[config.mk]
export PLATFORM = sky130hd
export DESIGN_NAME = tmfl_seq
export DESIGN_NICKNAME = d
export VERILOG_FILES = /design/src/rtl/tmfl_pkg.sv /design/src/rtl/tmfl_seq.sv
export SDC_FILE = /design/constraint.sdc
export NUM_CORES = 1
export LEC_CHECK = 0
export BUFFER_PORTS_ARGS = -buffer_cell sky130_fd_sc_hd__buf_4
export CORE_MARGIN = 2
export CORE_UTILIZATION = 55
export CTS_CLUSTER_SIZE = 40
export DETAILED_ROUTE_END_ITERATION = 10
export PLACE_DENSITY = 0.79
export RECOVER_POWER = 100
export SLEW_MARGIN = 15
export SYNTH_ARGS = -nofsm -noshare
export SYNTH_HDL_FRONTEND = slang
export SYNTH_SLANG_ARGS = --single-unit
[constraint.sdc]
create_clock -name clk_i -period 6.3 [get_ports clk_i]
set_clock_uncertainty 0.05 [all_clocks]
set_input_delay 1.26 -clock clk_i [delete_from_list [all_inputs] [get_ports clk_i]]
set_output_delay 1.26 -clock clk_i [all_outputs]
set_load 0.02 [all_outputs]
[src/rtl/tmfl_pkg.sv]
// ----------------------------------------------------------------------------
// tmfl_pkg
// Shared types and codes for the tagged message field lookup core.
// ----------------------------------------------------------------------------
package tmfl_pkg;

  localparam int WordW  = 32;
  localparam int StartW = 9;
  localparam int BytesW = 11;
  localparam int NwordW = 9;
  localparam int NtagW  = 9;

  localparam logic [1:0] OP_CLEAR  = 2'd0;
  localparam logic [1:0] OP_APPEND = 2'd1;
  localparam logic [1:0] OP_LOOKUP = 2'd2;

  localparam logic [1:0] ST_FOUND     = 2'd0;
  localparam logic [1:0] ST_MALFORMED = 2'd1;
  localparam logic [1:0] ST_NOT_FOUND = 2'd2;

  typedef struct packed {
    logic [WordW-1:0]  tag;
    logic [StartW-1:0] start_word;
    logic [BytesW-1:0] nbytes;
  } lookup_req_t;

  typedef struct packed {
    logic [1:0]        status;
    logic [StartW-1:0] start_word;
    logic [BytesW-1:0] nbytes;
  } lookup_res_t;

endpackage

[src/rtl/tmfl_seq.sv]
// ----------------------------------------------------------------------------
// tmfl_seq
// Lookup sequencer: reads count, tags, offsets and ends through the store read
// port and checks the value slice in two states, S_CALC and S_CHK.
// ----------------------------------------------------------------------------
module tmfl_seq import tmfl_pkg::*; #(
  parameter int CntW  = 9,
  parameter int AddrW = 8
) (
  input  logic             clk_i,
  input  logic             rst_ni,
  input  logic             start_i,
  input  lookup_req_t      req_i,
  input  logic [CntW-1:0]  word_count_i,
  output logic             rd_en_o,
  output logic [AddrW-1:0] rd_addr_o,
  input  logic [WordW-1:0] rd_data_i,
  output logic             idle_o,
  output logic             res_valid_o,
  output lookup_res_t      res_o,
  input  logic             res_take_i
);

  localparam int WinW = ((CntW > StartW) ? CntW : StartW) + 1;

  typedef enum logic [2:0] {
    S_IDLE, S_CNT, S_TAG, S_OFF, S_END, S_CALC, S_CHK, S_DONE
  } state_e;

  state_e            state_q;
  lookup_req_t       req_q;
  logic [NtagW-1:0]  ntags_q;
  logic [NtagW-1:0]  i_q;
  logic [WordW-1:0]  off_q;
  logic [WordW-1:0]  end_q;
  logic [WordW-1:0]  sz_q;
  logic [WordW-1:0]  woff_q;
  lookup_res_t       res_q;

  logic [NwordW-1:0] nwords_in;
  logic [NwordW-1:0] nwords_q;
  logic              win_ok;
  logic              cnt_zero;
  logic              cnt_big;
  logic              tag_hit;
  logic              last_tag;
  logic [NwordW:0]   next_tag_idx;
  logic              next_in_win;
  logic [NwordW:0]   rd_idx;
  logic [StartW-1:0] rd_base;
  logic [WinW-1:0]   rd_sum;
  logic [WordW-1:0]  off_val;
  logic [WordW+2:0]  span_end;

  assign nwords_in = req_i.nbytes[BytesW-1:2];
  assign nwords_q  = req_q.nbytes[BytesW-1:2];

  assign win_ok = (req_i.nbytes[1:0] == 2'b00) && (nwords_in != '0) &&
                  ((WinW'(req_i.start_word) + WinW'(nwords_in)) <= WinW'(word_count_i));

  assign cnt_zero     = (rd_data_i == '0);
  assign cnt_big      = (rd_data_i >= WordW'(nwords_q));
  assign tag_hit      = (rd_data_i == req_q.tag);
  assign last_tag     = ((i_q + NtagW'(1)) == ntags_q);
  assign next_tag_idx = (NwordW+1)'(i_q) + (NwordW+1)'(ntags_q) + (NwordW+1)'(1);
  assign next_in_win  = (next_tag_idx < (NwordW+1)'(nwords_q));
  assign off_val      = (i_q == '0) ? '0 : rd_data_i;
  assign span_end     = (WordW+3)'({woff_q, 2'b00}) + (WordW+3)'(sz_q);

  always_comb begin
    rd_en_o = 1'b0;
    rd_idx  = '0;
    unique case (state_q)
      S_IDLE: begin
        rd_en_o = start_i && win_ok;
      end
      S_CNT: begin
        rd_en_o = !cnt_zero && !cnt_big;
        rd_idx  = (NwordW+1)'(rd_data_i[NtagW-1:0]);
      end
      S_TAG: begin
        if (tag_hit) begin
          rd_en_o = 1'b1;
          rd_idx  = (NwordW+1)'(i_q);
        end else begin
          rd_en_o = !last_tag && next_in_win;
          rd_idx  = next_tag_idx;
        end
      end
      S_OFF: begin
        rd_en_o = !last_tag;
        rd_idx  = (NwordW+1)'(i_q) + (NwordW+1)'(1);
      end
      default: begin
        rd_en_o = 1'b0;
      end
    endcase
  end

  assign rd_base   = (state_q == S_IDLE) ? req_i.start_word : req_q.start_word;
  assign rd_sum    = WinW'(rd_base) + WinW'(rd_idx);
  assign rd_addr_o = rd_sum[AddrW-1:0];

  always_ff @(posedge clk_i or negedge rst_ni) begin
    if (!rst_ni) begin
      state_q <= S_IDLE;
      req_q   <= '0;
      ntags_q <= '0;
      i_q     <= '0;
      off_q   <= '0;
      end_q   <= '0;
      sz_q    <= '0;
      woff_q  <= '0;
      res_q   <= '0;
    end else begin
      unique case (state_q)
        S_IDLE: begin
          if (start_i) begin
            req_q <= req_i;
            if (win_ok) begin
              state_q <= S_CNT;
            end else begin
              res_q   <= '{status: ST_MALFORMED, start_word: '0, nbytes: '0};
              state_q <= S_DONE;
            end
          end
        end
        S_CNT: begin
          ntags_q <= rd_data_i[NtagW-1:0];
          i_q     <= '0;
          if (cnt_zero) begin
            res_q   <= '{status: ST_NOT_FOUND, start_word: '0, nbytes: '0};
            state_q <= S_DONE;
          end else if (cnt_big) begin
            res_q   <= '{status: ST_MALFORMED, start_word: '0, nbytes: '0};
            state_q <= S_DONE;
          end else begin
            state_q <= S_TAG;
          end
        end
        S_TAG: begin
          if (tag_hit) begin
            state_q <= S_OFF;
          end else if (last_tag) begin
            res_q   <= '{status: ST_NOT_FOUND, start_word: '0, nbytes: '0};
            state_q <= S_DONE;
          end else if (!next_in_win) begin
            res_q   <= '{status: ST_MALFORMED, start_word: '0, nbytes: '0};
            state_q <= S_DONE;
          end else begin
            i_q <= i_q + NtagW'(1);
          end
        end
        S_OFF: begin
          off_q <= off_val;
          if (last_tag) begin
            end_q   <= WordW'(req_q.nbytes) - WordW'({ntags_q, 3'b000});
            state_q <= S_CALC;
          end else begin
            state_q <= S_END;
          end
        end
        S_END: begin
          end_q   <= rd_data_i;
          state_q <= S_CALC;
        end
        S_CALC: begin
          sz_q    <= end_q - off_q;
          woff_q  <= WordW'({ntags_q, 1'b0}) + WordW'(off_q[WordW-1:2]);
          state_q <= S_CHK;
        end
        S_CHK: begin
          if (span_end > (WordW+3)'(req_q.nbytes)) begin
            res_q <= '{status: ST_MALFORMED, start_word: '0, nbytes: '0};
          end else begin
            res_q <= '{status:     ST_FOUND,
                       start_word: req_q.start_word + woff_q[StartW-1:0],
                       nbytes:     sz_q[BytesW-1:0]};
          end
          state_q <= S_DONE;
        end
        S_DONE: begin
          if (res_take_i) begin
            state_q <= S_IDLE;
          end
        end
        default: begin
          state_q <= S_IDLE;
        end
      endcase
    end
  end

  assign idle_o      = (state_q == S_IDLE);
  assign res_valid_o = (state_q == S_DONE);
  assign res_o       = res_q;

endmodule
==> reports/results.txt, run 1 <==
The run finished, with violations left. The final reports fail on max-capacitance violations, max-slew violations. The detail route stage leaves a number of antenna-violating nets equal to 0. During I/O placement, the number of pins put on the boundary was 130. Setup repair after global routing left no endpoint under its margin. The die is 175 um tall. Synthesis inferred 222 register bits.

In this run the register-to-register setup slack is 480 ps. The buffer cell driving the clock tree root was sky130_fd_sc_hd__clkbuf_16. The summed negative setup slack over all endpoints was 0 ps. The logs give 0.0307 sq mm for the area enclosed by the die boundary and 6 for the detailed-router iteration count before antenna repair.

The final critical-path share of the clock period is 0.990, and the HPWL reported at the end of detailed placement is 34.9 mm. The run gives 0 as the remaining routing DRC violations. Synthesis instantiated 81 different standard cells from the library. In this run the worst path has a maximum fanout of 6. The final count of negative-setup-slack endpoints was 0; the clock buffer count from CTS was 24. The number of nets in the final layout came out at 2144. The tools report the share of the yosys chip area belonging to registers as 0.345. The H-tree depth reported by CTS was 1. Mean instance size in the synthesized netlist: 9.00 sq um. In the final routed layout, each cell accounts on average for 19.6 um.

The initial antenna violation count came out at 0. The repair_antennas step left the layout with diodes totalling 0. Row generation in the floorplan step produced 62 rows. Met3 usage: 0.0433. When the netlist entered floorplanning its net count stood at 2046. The tools report the met2 global-route usage as 0.447. Dividing total power by cell area gives a power density of 588 mW/mm^2. The critical path is of the in -> out type. Wires add up to 44.8 mm.

The via density per instance came out at 6.14. The tools report the final hold violation count as 0. The width of the die was 175 um.

The logs give 0.255 mV for the worst ir drop on vdd and 0 for the number of hold buffers added after CTS. For the worst-case headroom to the max-slew limit, the log shows -2.25. STA classifies the critical path startpoint as a primary input.

The tools report the number of max-slew violations in the final report as 338. The worst path in the final design needs a cycle of 6240 ps, including I/O delays and setup. After global routing, the most crowded layer is met2. The area overhead of the layout relative to synthesis came out at 11.5%. The routed layout has 14100 vias.

The count of port buffers added during placement is 129. The logs give 8.27 nW for the leakage power of the design and 4930 ps for the critical path data arrival time. After synthesis the cells add up to 0.0161 sq mm. The share of synthesized flip-flops with an asynchronous set or reset is 1.00. The share of the core filled with cells in the final layout is 0.625, and the number of flops mapped to enable cells by yosys is 0. The congestion estimate from routability-driven global placement came to 0.968. The number of standard cells after synthesis is 1791. For the pin with the worst max-slew slack, the measured transition is 4880 ps.

Data on the critical path is required at its endpoint by 4990 ps. The clock passes through at most 3 buffers. The first global-routing pass estimated 71.6 mm of wire. Via count of the first global-routing pass: 13400. In the synthesized netlist the dominant register cell turns out to be sky130_fd_sc_hd__dfrtp_1.

The met1 track demand over resource was 0.431; the worst-skew pair later-pin latency was 540 ps. The filler cells instantiated in the layout total 2383. The tools report the total global-route track usage as 0.290.

For the area of the core region, the log shows 0.0288 sq mm. The fraction of final layout cells sized beyond drive strength 1 came out at 0.127. The clock-pin slew of the registers on the worst-case setup and hold paths was 60 ps. Summed over all layers, the global routing overflow is 0. Timing would allow up to 160 MHz. For the starting utilization of the core area, the log shows 0.560. Maximum number of pins on one net before global-route repair: 123. The path type of the worst min-delay path was reg -> reg. Across the run, the number of max-cap violations was 5.

The worst setup path is captured at an output port. TritonCTS built the clock tree. The run gives 1372 as the iteration-0 DRC count of the detailed router.

Smallest hold slack: 436 ps. The count of clock tree sinks is 222. Yosys printed 0 warnings.
-- what timing repair did --
action	CTS	global route
resized for setup	0	7
buffers inserted	0	1
endpoints found under the setup margin	0	1
endpoints found under the hold margin	0	0
-- cells in the final DEF (no fill, tap or decap), types with 8 or more instances in the layout --
cell type                     n
sky130_fd_sc_hd__nor4_1      17
sky130_fd_sc_hd__a22o_1       8
sky130_fd_sc_hd__nor3_1      34
sky130_fd_sc_hd__a21o_1      44
sky130_fd_sc_hd__nor2b_1     19
sky130_fd_sc_hd__clkbuf_16   24
sky130_fd_sc_hd__nand2b_1    12
sky130_fd_sc_hd__dfrtp_1    222
sky130_fd_sc_hd__o21ai_0    196
sky130_fd_sc_hd__o211ai_1    13
sky130_fd_sc_hd__a31oi_1      9
sky130_fd_sc_hd__mux2_2      54
sky130_fd_sc_hd__fa_1         8
sky130_fd_sc_hd__o21a_1      20
sky130_fd_sc_hd__a22o_2      18
sky130_fd_sc_hd__mux2i_1     22
sky130_fd_sc_hd__o21bai_1    18
sky130_fd_sc_hd__xnor2_1    102
sky130_fd_sc_hd__nand2_1    216
sky130_fd_sc_hd__ha_1       150
sky130_fd_sc_hd__nand4_1     27
sky130_fd_sc_hd__inv_1      106
sky130_fd_sc_hd__nor2_1      76
sky130_fd_sc_hd__a21oi_1     93
sky130_fd_sc_hd__and3_1      13
sky130_fd_sc_hd__clkbuf_1    41
sky130_fd_sc_hd__and2_1      10
sky130_fd_sc_hd__nand3_1     27
sky130_fd_sc_hd__buf_4      109
sky130_fd_sc_hd__a211oi_1    13
sky130_fd_sc_hd__o221ai_1     9
sky130_fd_sc_hd__xor2_1      40
-- sequential cells by signal (all words and copies together), names as in the netlist --
register  count
req_q        43
end_q        32
off_q        32
sz_q         32
woff_q       31
res_o        22
i_q           9
ntags_q       9
nwords_q      9
state_q       3
-- metal layers --
metal  vias to the layer above  wire (um)
met1                      6799      20300
met5                         -          0
met4                         0        927
li1                       6612          -
met2                       561      20000
met3                        80       3580
-- report_power, final --
part,total [mW],internal [mW],switching [mW]
sequential,2.58,2.02,0.565
clock,1.39,0.803,0.585
combinational,6.60,2.74,3.86
-- layout make-up --
class	count	area (sq um)	share of cell area
Clock buffer	35	692	0.0385
Clock inverter	8	81.3	0.00452
Inverter	106	398	0.0221
Multi-Input combinational cell	1391	9820	0.546
Sequential cell	222	5560	0.309
Tap cell	384	480	0.0267
Timing Repair Buffer	144	950	0.0528
-- cells in the mapped netlist, types with 5 or more instances --
library cell	number	area, sq um
sky130_fd_sc_hd__mux2i_1	22	220
sky130_fd_sc_hd__o21ai_0	197	986
sky130_fd_sc_hd__xor2_1	40	350
sky130_fd_sc_hd__o21a_1	20	150
sky130_fd_sc_hd__a21boi_0	7	52.6
sky130_fd_sc_hd__or3_1	7	43.8
sky130_fd_sc_hd__ha_1	150	1880
sky130_fd_sc_hd__a31oi_1	9	56.3
sky130_fd_sc_hd__nand2b_1	12	75.1
sky130_fd_sc_hd__nand3_1	27	135
sky130_fd_sc_hd__and3_1	13	81.3
sky130_fd_sc_hd__xnor2_1	106	928
sky130_fd_sc_hd__nor4_1	18	113
sky130_fd_sc_hd__a2111oi_0	5	43.8
sky130_fd_sc_hd__buf_2	8	40.0
sky130_fd_sc_hd__nand2_1	216	811
sky130_fd_sc_hd__o2111ai_1	6	52.6
sky130_fd_sc_hd__and4_1	6	52.6
sky130_fd_sc_hd__buf_6	9	101
sky130_fd_sc_hd__o221ai_1	9	78.8
sky130_fd_sc_hd__o31ai_1	5	37.5
sky130_fd_sc_hd__a21o_1	44	330
sky130_fd_sc_hd__nor3_1	33	165
sky130_fd_sc_hd__mux2_2	54	608
sky130_fd_sc_hd__nor2_1	76	285
sky130_fd_sc_hd__inv_1	106	398
sky130_fd_sc_hd__dfrtp_1	222	5560
sky130_fd_sc_hd__a22o_1	8	70.1
sky130_fd_sc_hd__fa_1	8	160
sky130_fd_sc_hd__a21oi_1	96	480
sky130_fd_sc_hd__nand4_1	26	163
sky130_fd_sc_hd__clkbuf_1	50	188
sky130_fd_sc_hd__nor2b_1	19	119
sky130_fd_sc_hd__a22o_2	18	180
sky130_fd_sc_hd__or2_2	6	37.5
sky130_fd_sc_hd__and2_1	12	75.1
sky130_fd_sc_hd__a211oi_1	13	97.6
sky130_fd_sc_hd__o21bai_1	18	135
sky130_fd_sc_hd__o211ai_1	13	97.6
-- critical path, stage by stage --
cell,delay [ps]
sky130_fd_sc_hd__buf_4,140
sky130_fd_sc_hd__xnor2_2,220
sky130_fd_sc_hd__nand4_1,140
sky130_fd_sc_hd__nor4_2,310
sky130_fd_sc_hd__nand4_1,270
sky130_fd_sc_hd__nor2_1,160
sky130_fd_sc_hd__a21oi_1,70
sky130_fd_sc_hd__a222oi_1,410
sky130_fd_sc_hd__inv_1,90
sky130_fd_sc_hd__ha_1,300
sky130_fd_sc_hd__a21o_1,200
sky130_fd_sc_hd__a21oi_2,180
sky130_fd_sc_hd__o21bai_1,120
sky130_fd_sc_hd__a21oi_2,230
sky130_fd_sc_hd__o21bai_1,110
sky130_fd_sc_hd__a21oi_1,230
sky130_fd_sc_hd__xnor2_1,160
sky130_fd_sc_hd__xnor2_1,150
sky130_fd_sc_hd__buf_4,160
-- per-stage QoR --
stage / power (mW) / cells / setup slack (ps) / cell area (sq um)
2_1_floorplan: 7.32 / 1791 / 539 / 16100
4_1_cts: 10.5 / 2289 / 48.2 / 18100
5_1_grt: 11.4 / 2290 / 15.4 / 18000
6_report: 10.6 / 2290 / 64.8 / 18000
3_5_place_dp: 9.03 / 2246 / 65.0 / 17300
3_3_place_gp: 8.79 / 2246 / 236 / 17300
-- cells by family (layout without fill, tap and decap cells) --
| kind of cell | Yosys count | count (layout) | synth area share |
|---|---|---|---|
| compound gates | 521 | 521 | 0.207 |
| simple gates | 490 | 490 | 0.144 |
| flops | 222 | 222 | 0.345 |
| buf+inv | 178 | 293 | 0.0472 |
| fa+ha+maj | 158 | 158 | 0.126 |
| xor+xnor | 146 | 146 | 0.0793 |
| mux | 76 | 76 | 0.0514 |
-- path summary, 6_finish.rpt --
kind                              start      endpoint  depth (start not counted)
hold reg to reg              woff_q[24]    woff_q[24]                          2
setup / recovery           rd_data_i[3]  rd_addr_o[7]                         19
max in group asynchronous        rst_ni     woff_q[4]                          2
hold / removal               woff_q[24]    woff_q[24]                          2
setup reg to reg              woff_q[0]     res_o[11]                         18
min in group asynchronous        rst_ni        i_q[0]                          1
Power figures use the tool's default switching activity.
==> run 2: changes to the inputs <==
--- a/config.mk
+++ b/config.mk
@@ -6,11 +6,13 @@
 export NUM_CORES = 1
 export LEC_CHECK = 0
 export BUFFER_PORTS_ARGS = -buffer_cell sky130_fd_sc_hd__buf_4
+export CELL_PAD_IN_SITES_DETAIL_PLACEMENT = 1
+export CELL_PAD_IN_SITES_GLOBAL_PLACEMENT = 1
 export CORE_MARGIN = 2
-export CORE_UTILIZATION = 55
+export CORE_UTILIZATION = 47
 export CTS_CLUSTER_SIZE = 40
 export DETAILED_ROUTE_END_ITERATION = 10
-export PLACE_DENSITY = 0.79
+export PLACE_DENSITY = 0.86
 export RECOVER_POWER = 100
 export SLEW_MARGIN = 15
 export SYNTH_ARGS = -nofsm -noshare
==> run 2 against run 1 <==
Effect of this change:
- the flow still finishes with violations (max-capacitance violations, max-slew violations)
- via count grew 2.1%
- setup slack gained 160 ps
- sequential cell count is the same
- maximum frequency grew 2.6%
- count of clock-buffer cells in the layout shrank 3
- first-iteration DRC count shrank 23%
- sequential share of layout area shrank 0.31 points
- critical path type unchanged
- largest cell class unchanged
==> reports/results.txt, run 2 (same netlist as run 1, synthesis figures left out) <==
The internal portion of the total power is 5.67 mW. The finished layout holds 2356 standard cells, fillers aside. The routed design could run at a clock period as short as 6080 ps.

Fill cells in the final layout number 3923. The die is 189 um wide. The critical path data arrival time is 4770 ps.

Port buffering added 129 buffers. The routed length per instance works out to 22.5 um. The buffer cell driving the clock tree root was sky130_fd_sc_hd__clkbuf_16. The number of cells on the worst reg-to-reg path is 18. Clock-pin slew was measured on the worst setup and hold paths at 70 ps.

The combinational power share came out at 0.623. STA classifies the critical path endpoint as an output port. The area of the core region is 0.0336 sq mm. The logs give 222 for the count of clock tree sinks and 2311 for the cell count after placement. The H-tree depth reported by CTS was 1; the area overhead of the layout relative to synthesis was 12.7%. The logs give 354 for the number of max-slew violations in the final report and 25 for the clock buffer count from CTS.

In this run the worst path has a maximum fanout of 4. Leaving out fill and tap cells, the most frequent cell in the layout is sky130_fd_sc_hd__dfrtp_1. The worst-case headroom to the max-slew limit is -2.30, and the via count of the first global-routing pass is 14900. The number of I/O pins came out at 130. The fraction of final layout cells sized beyond drive strength 1 is 0.129, and the via density per instance is 6.09.

The logs give 0.238 for the relative contribution of sequential cells to total power and 0 for the final hold violation count. The part of the total power dissipated in the clock network is 0.139. The leakage power of the design was 8.32 nW. After global routing the overflow that remains totals 0. The starting utilization of the core area came out at 0.480. The register with the most flip-flops in the layout has 43 of them. After detailed routing, the total wire length is 53.0 mm. The clock passes through at most 3 buffers. For the pin with the worst max-slew slack, the measured transition is 4950 ps. The first detailed-routing pass took 5 iterations. For the HPWL reported at the end of detailed placement, the log shows 40.0 mm.

By startpoint and endpoint, the worst setup path is classified as in -> out. The register with the highest flop count was req_q. The tool flagged a number of max-cap violations equal to 5. The net count of the finished layout is 2145. The run finished, with violations left. The top cell types in the final layout, fill and taps aside, are sky130_fd_sc_hd__dfrtp_1, sky130_fd_sc_hd__nand2_1, sky130_fd_sc_hd__o21ai_0. The worst setup path is launched from a primary input.

Terminating pin of the worst hold path: woff_q[29]. The tools report the startpoint of the most critical hold path as woff_q[29]. The area occupied by multi-input gates is 0.00984 sq mm. Across the VDD grid, the largest voltage drop is 0.269 mV.

The first global-routing pass estimated 83.4 mm of wire. The total power per unit cell area was 610 mW/mm^2. The floorplan has 67 rows. The total global-route track usage is 0.294, and the area taken by flip-flops and latches is 0.00556 sq mm. The die covers 0.0358 sq mm. In this run the critical register-to-register path is captured at res_o[14]. The iteration-0 DRC count of the detailed router came out at 1058.

For the remaining routing DRC violations, the log shows 0. The reg-to-reg critical path startpoint was woff_q[0]. The maximum number of pins on one net before global-route repair came out at 125.

The checks that failed: max-capacitance violations, max-slew violations. The routability congestion estimate from global placement is 0.946, and the chip height is 189 um. Across all register-to-register paths, the minimum setup slack is 520 ps. 0 antenna diodes ended up in the layout. TritonCTS built the clock tree. The final critical-path share of the clock period was 0.964; the total number of vias was 14400. The final antenna-violating net count was 0; the worst hold path cell count was 2.

For the final routed database, the setup TNS stands at 0 ps. The worst hold path belongs to the class reg -> reg. The number of hold buffers added after CTS is 0, and the share of total power consumed by net switching is 0.488. The initial antenna violation count was 3; the top achievable clock speed was 165 MHz. For the worst setup path, the data required time is 4990 ps.

Summing internal, switching and leakage power gives 11.1 mW. The final count of negative-setup-slack endpoints is 0, and the switching power is 5.41 mW. For the worst-skew pair, the clock arrives at the later sink with an insertion delay of 560 ps.
==> run 2: worst max path at each step <==
| stage | cells after the start | slack, ps | start | endpoint |
|---|---|---|---|---|
| after global placement | 19 | 220 | rd_data_i[11] | rd_addr_o[7] |
| after global routing | 19 | -20 | rd_data_i[19] | rd_addr_o[7] |
| after CTS | 19 | 150 | rd_data_i[11] | rd_addr_o[7] |
| after floorplan | 18 | 540 | rd_data_i[3] | rd_addr_o[7] |
| after detailed placement | 19 | 170 | rd_data_i[11] | rd_addr_o[7] |
| final | 19 | 220 | rd_data_i[30] | rd_addr_o[7] |
==> run 2: area by class of cell <==
cell class,instances,area share
inverter,106,0.0219
timing repair buffer,144,0.0520
multi-input combinational,1391,0.542
clock buffer,32,0.0381
sequential,222,0.306
tap,448,0.0309
clock inverter,13,0.00909
==> run 2: timing repair <==
| action | in CTS | in global routing |
|---|---|---|
| setup endpoints to repair | 0 | 1 |
| buffers inserted | 0 | 0 |
| gates resized for setup | 0 | 9 |
==> run 2: critical path, stage by stage <==
cell	delay (ps)
sky130_fd_sc_hd__buf_4	130
sky130_fd_sc_hd__xnor2_1	190
sky130_fd_sc_hd__nand4_1	170
sky130_fd_sc_hd__nor4_1	290
sky130_fd_sc_hd__nand4_1	300
sky130_fd_sc_hd__nor2_1	180
sky130_fd_sc_hd__a21oi_1	60
sky130_fd_sc_hd__a222oi_1	390
sky130_fd_sc_hd__inv_1	110
sky130_fd_sc_hd__ha_1	310
sky130_fd_sc_hd__a21o_1	200
sky130_fd_sc_hd__a21oi_2	170
sky130_fd_sc_hd__o21bai_1	100
sky130_fd_sc_hd__a21oi_2	170
sky130_fd_sc_hd__o21bai_1	70
sky130_fd_sc_hd__a21oi_1	170
sky130_fd_sc_hd__xnor2_1	160
sky130_fd_sc_hd__xnor2_1	140
sky130_fd_sc_hd__buf_4	160
==> run 2: layer usage <==
metal	GRT usage	part of all wire	wire (um)	up-vias
met1	0.402	0.45	23800	7200
met4	0.0859	0.029	1530	2
met3	0.0538	0.060	3170	102
li1	-	-	-	6617
met5	0	0.00025	13	-
met2	0.476	0.46	24400	431
==> run 2: per-stage QoR <==
step	area [sq um]	utilization	worst slack, ps	hold slack (ps)
global placement	17400	0.518	217	417
CTS	18300	0.544	148	442
detailed placement	17400	0.518	166	427
floorplan	16100	-	539	403
global route	18200	0.540	-24.9	473
finish	18200	0.540	225	442
==> run 2: power groups by stage <==
stage               Sequential [mW]  Clock (mW)  Combinational, mW
finish                         2.64        1.54               6.90
global route                   2.70        1.61               7.57
CTS                            2.61        1.56               6.82
detailed placement             2.62           0               6.66
global placement               2.58           0               6.33
floorplan                      2.34           0               4.98
==> run 3: changes to the inputs <==
==> constraint.sdc (replaced) <==
create_clock -name clk_i -period 5.6 [get_ports clk_i]
set_clock_uncertainty 0.05 [all_clocks]
set_input_delay 1.12 -clock clk_i [delete_from_list [all_inputs] [get_ports clk_i]]
set_output_delay 1.12 -clock clk_i [all_outputs]
set_load 0.02 [all_outputs]
==> run 3 against run 2 <==
Effect of this change:
- the run ends with max-capacitance violations, max-slew violations, negative setup slack left
- critical endpoint unchanged
- count of clock-buffer cells in the layout is 8 higher
- via count grew 1.2%
- non-clock buffer count rose by 27
- clock power up 8%
- design area is 1.6% higher
- wire length hardly changed
- largest power group unchanged
- largest cell class unchanged
- setup slack got worse by 270 ps
- cell count up 1.3%
- critical path depth grew 1
- first-iteration DRC count fell by 5.3%
==> reports/results.txt, run 3 (same netlist as run 1, synthesis figures left out) <==
The flow ran to the end, but the final reports show violations. The checks that failed: max-capacitance violations, max-slew violations, negative setup slack. The internal power of the cells totals 6.48 mW.

The detailed router placed 14500 vias in this run. The fraction of final layout cells sized beyond drive strength 1 was 0.151. Counting flops per register, the top entry is req_q.

The biggest fanout along the worst timing path is 2. The H-tree depth reported by CTS was 1. The first global-routing pass estimated 84.7 mm of wire. Number of max-slew violations in the final report: 298.

The relative contribution of sequential cells to total power came out at 0.233. The tools report the combinational power share as 0.633. The min-delay analysis places its worst path in the category reg -> reg. The area growth from synthesis to layout is 14.5%.

VDD sags by at most 0.358 mV. Cell at the slowest stage of the critical path: sky130_fd_sc_hd__a222oi_1. Initial antenna violation count: 2. For this design, the sink count on the clock tree is 222.

For this run, the top clock speed supported by timing is 177 MHz. The post-route cell area was 0.0185 sq mm. The power after layout is 12.5 mW.

Data on the critical path arrives at its endpoint at 4470 ps. The via count of the first global-routing pass was 15400. Final hold violation count: 0.

The floorplan has 67 rows. The share of total power consumed by net switching works out to 0.482. Leaving out fill and tap cells, the most frequent cell in the layout is sky130_fd_sc_hd__dfrtp_1.

For this run, the slowest stage of the critical path takes 410 ps. 130 I/O pins were placed. The worst setup path is launched from a primary input.

Entering global routing, the biggest net connects 133 pins. STA puts the critical path data required time at 4430 ps. The tools report the max-capacitance violation count as 5. Final critical path time including I/O delays and setup: 5640 ps.

For the aggregate global routing overflow, the log shows 0. For the worst-skew pair, the clock arrives at the later sink with an insertion delay of 550 ps. At the end of the flow, the number of nets in the layout was 2173. The chip height was 189 um; the number of hold buffers added after CTS was 0. In this run, the number of DRC markers left after iteration 0 of detailed routing was 1002. The total global-route track usage was 0.296; the standard cell area after detailed placement was 0.0176 sq mm.

In this run the deepest clock path goes through 3 buffers. TritonCTS built the clock tree. For this run, design rule violations remaining after detail routing come to 0.

In this run the tool buffered the top-level ports with 129 buffer cells. The routability congestion estimate from global placement is 0.926, and the via density per instance is 6.09. The root buffer cell chosen for the clock tree is sky130_fd_sc_hd__clkbuf_16.

In the final routed layout, each cell accounts on average for 22.2 um. The starting utilization of the core area is 0.480, and the final standard cell count with taps included and fillers excluded is 2387. The register with the most flip-flops in the layout has 43 of them. Once detail routing completed, the nets flagged for antenna violations numbered 0. The HPWL reported at the end of detailed placement is 40.3 mm, and the width of the die is 189 um. The worst setup path is of the in -> out kind. In this run, CTS created clock tree buffers numbering 26. The final count of negative-setup-slack endpoints was 1; the area enclosed by the die boundary was 0.0358 sq mm. Leaving out fill and tap cells, the most frequent cells in the layout are sky130_fd_sc_hd__dfrtp_1, sky130_fd_sc_hd__nand2_1, sky130_fd_sc_hd__o21ai_0. Including well taps, the total number of placed cells is 2331. Hold is met by 438 ps.

For this design the ratio of total power to cell area is 678 mW/mm^2. The critical path goes through buf_6, xnor2_2, buf_4, nand4_1, nor4_2, nand4_1, nor2_1, a21oi_1, a222oi_1, inv_1, ha_1, a21o_1, a21oi_2, o21bai_1, a21oi_2, o21bai_1, a21oi_1, xnor2_1, xnor2_1, buf_4. After detailed routing, the total wire length is 52.9 mm. The worst setup margin is -44.0 ps, and the worst-margin pin slew is 3350 ps. Clock-pin slew was measured on the worst setup and hold paths at 50 ps.

The run gives 0.134 as the part of the total power dissipated in the clock network. The tools report the worst-case headroom to the max-slew limit as -1.24. Setup repair after global routing could not meet its margin everywhere. The switching power was 6.03 mW; the leakage power of the design was 8.48 nW. Before antenna repair, the detailed router went through 5 iterations. The final critical-path share of the clock period was 1.01; the area of the core region was 0.0336 sq mm.

Adding up every negative setup slack in the final design gives -44.0 ps. The endpoint type of the worst setup path was an output port.
run 3: cell types whose count changed in the layout (fill, tap and decap cells not counted), moves of 2 or more:
cell | previous run | this run
sky130_fd_sc_hd__a21oi_1 | 94 | 90
sky130_fd_sc_hd__bufinv_16 | 3 | 1
sky130_fd_sc_hd__clkbuf_2 | 0 | 2
sky130_fd_sc_hd__buf_8 | 0 | 2
sky130_fd_sc_hd__inv_1 | 106 | 104
sky130_fd_sc_hd__clkbuf_1 | 40 | 37
sky130_fd_sc_hd__a2111oi_0 | 6 | 4
sky130_fd_sc_hd__clkbuf_16 | 25 | 27
sky130_fd_sc_hd__diode_2 | 0 | 2
sky130_fd_sc_hd__buf_6 | 0 | 2
sky130_fd_sc_hd__buf_4 | 106 | 135
sky130_fd_sc_hd__inv_2 | 0 | 2
sky130_fd_sc_hd__a21oi_2 | 3 | 7
run 3: power groups by stage:
stage,Sequential [mW],Combinational [mW],Clock [mW]
final,2.92,7.92,1.67
after global placement,2.85,7.18,0
after global routing,2.97,8.67,1.76
after detailed placement,2.90,7.61,0
after floorplan,2.63,5.60,0
after CTS,2.89,7.81,1.69
run 3: critical path, delay by kind of cell:
| kind | cells | cell delay, ps |
|---|---|---|
| AO/OA/AOI/OAI | 8 | 1290 |
| AND/OR/NAND/NOR | 4 | 820 |
| buffers and inverters | 4 | 520 |
| XOR/XNOR | 3 | 450 |
| adder cells (fa/ha/maj) | 1 | 290 |
run 3: path summary, 6_finish.rpt:
check	to	from	slack [ps]	depth (start not counted)
hold / removal	sz_q[28]	sz_q[28]	440	2
min in group asynchronous	i_q[0]	rst_ni	1540	1
hold reg to reg	sz_q[28]	sz_q[28]	440	2
max in group asynchronous	off_q[27]	rst_ni	1130	2
setup / recovery	rd_addr_o[7]	rd_data_i[11]	-40	20
setup reg to reg	res_o[20]	woff_q[0]	250	19
run 3: final cells by class:
class	instances	area [sq um]
fillers	3890	15200
multi-input cells	1391	9900
flip-flops and latches	222	5560
repair buffers	171	1190
clock buffers	40	774
well taps	448	561
inverters	106	398
clock inverters	7	62.6
diodes	2	5.00
run 3: timing repair:
action,in CTS,in global routing
endpoints found under the hold margin,0,0
setup buffers,2,5
gates resized for setup,12,17
endpoints found under the setup margin,4,5
pin swaps,16,8
run 3: per-layer routing:
| metal | track usage | up-vias | share of wire |
|---|---|---|---|
| li1 | - | 6664 | - |
| met1 | 0.412 | 7364 | 0.45 |
| met2 | 0.485 | 413 | 0.47 |
| met3 | 0.0376 | 84 | 0.054 |
| met4 | 0.0796 | 0 | 0.026 |
| met5 | 0 | - | 0 |
run 3: metrics by stage:
step / worst slack, ps / utilization
floorplan: 119 / -
global placement: -261 / 0.523
detailed placement: -332 / 0.523
CTS: -58.1 / 0.550
global route: -208 / 0.549
finish: -44.0 / 0.549
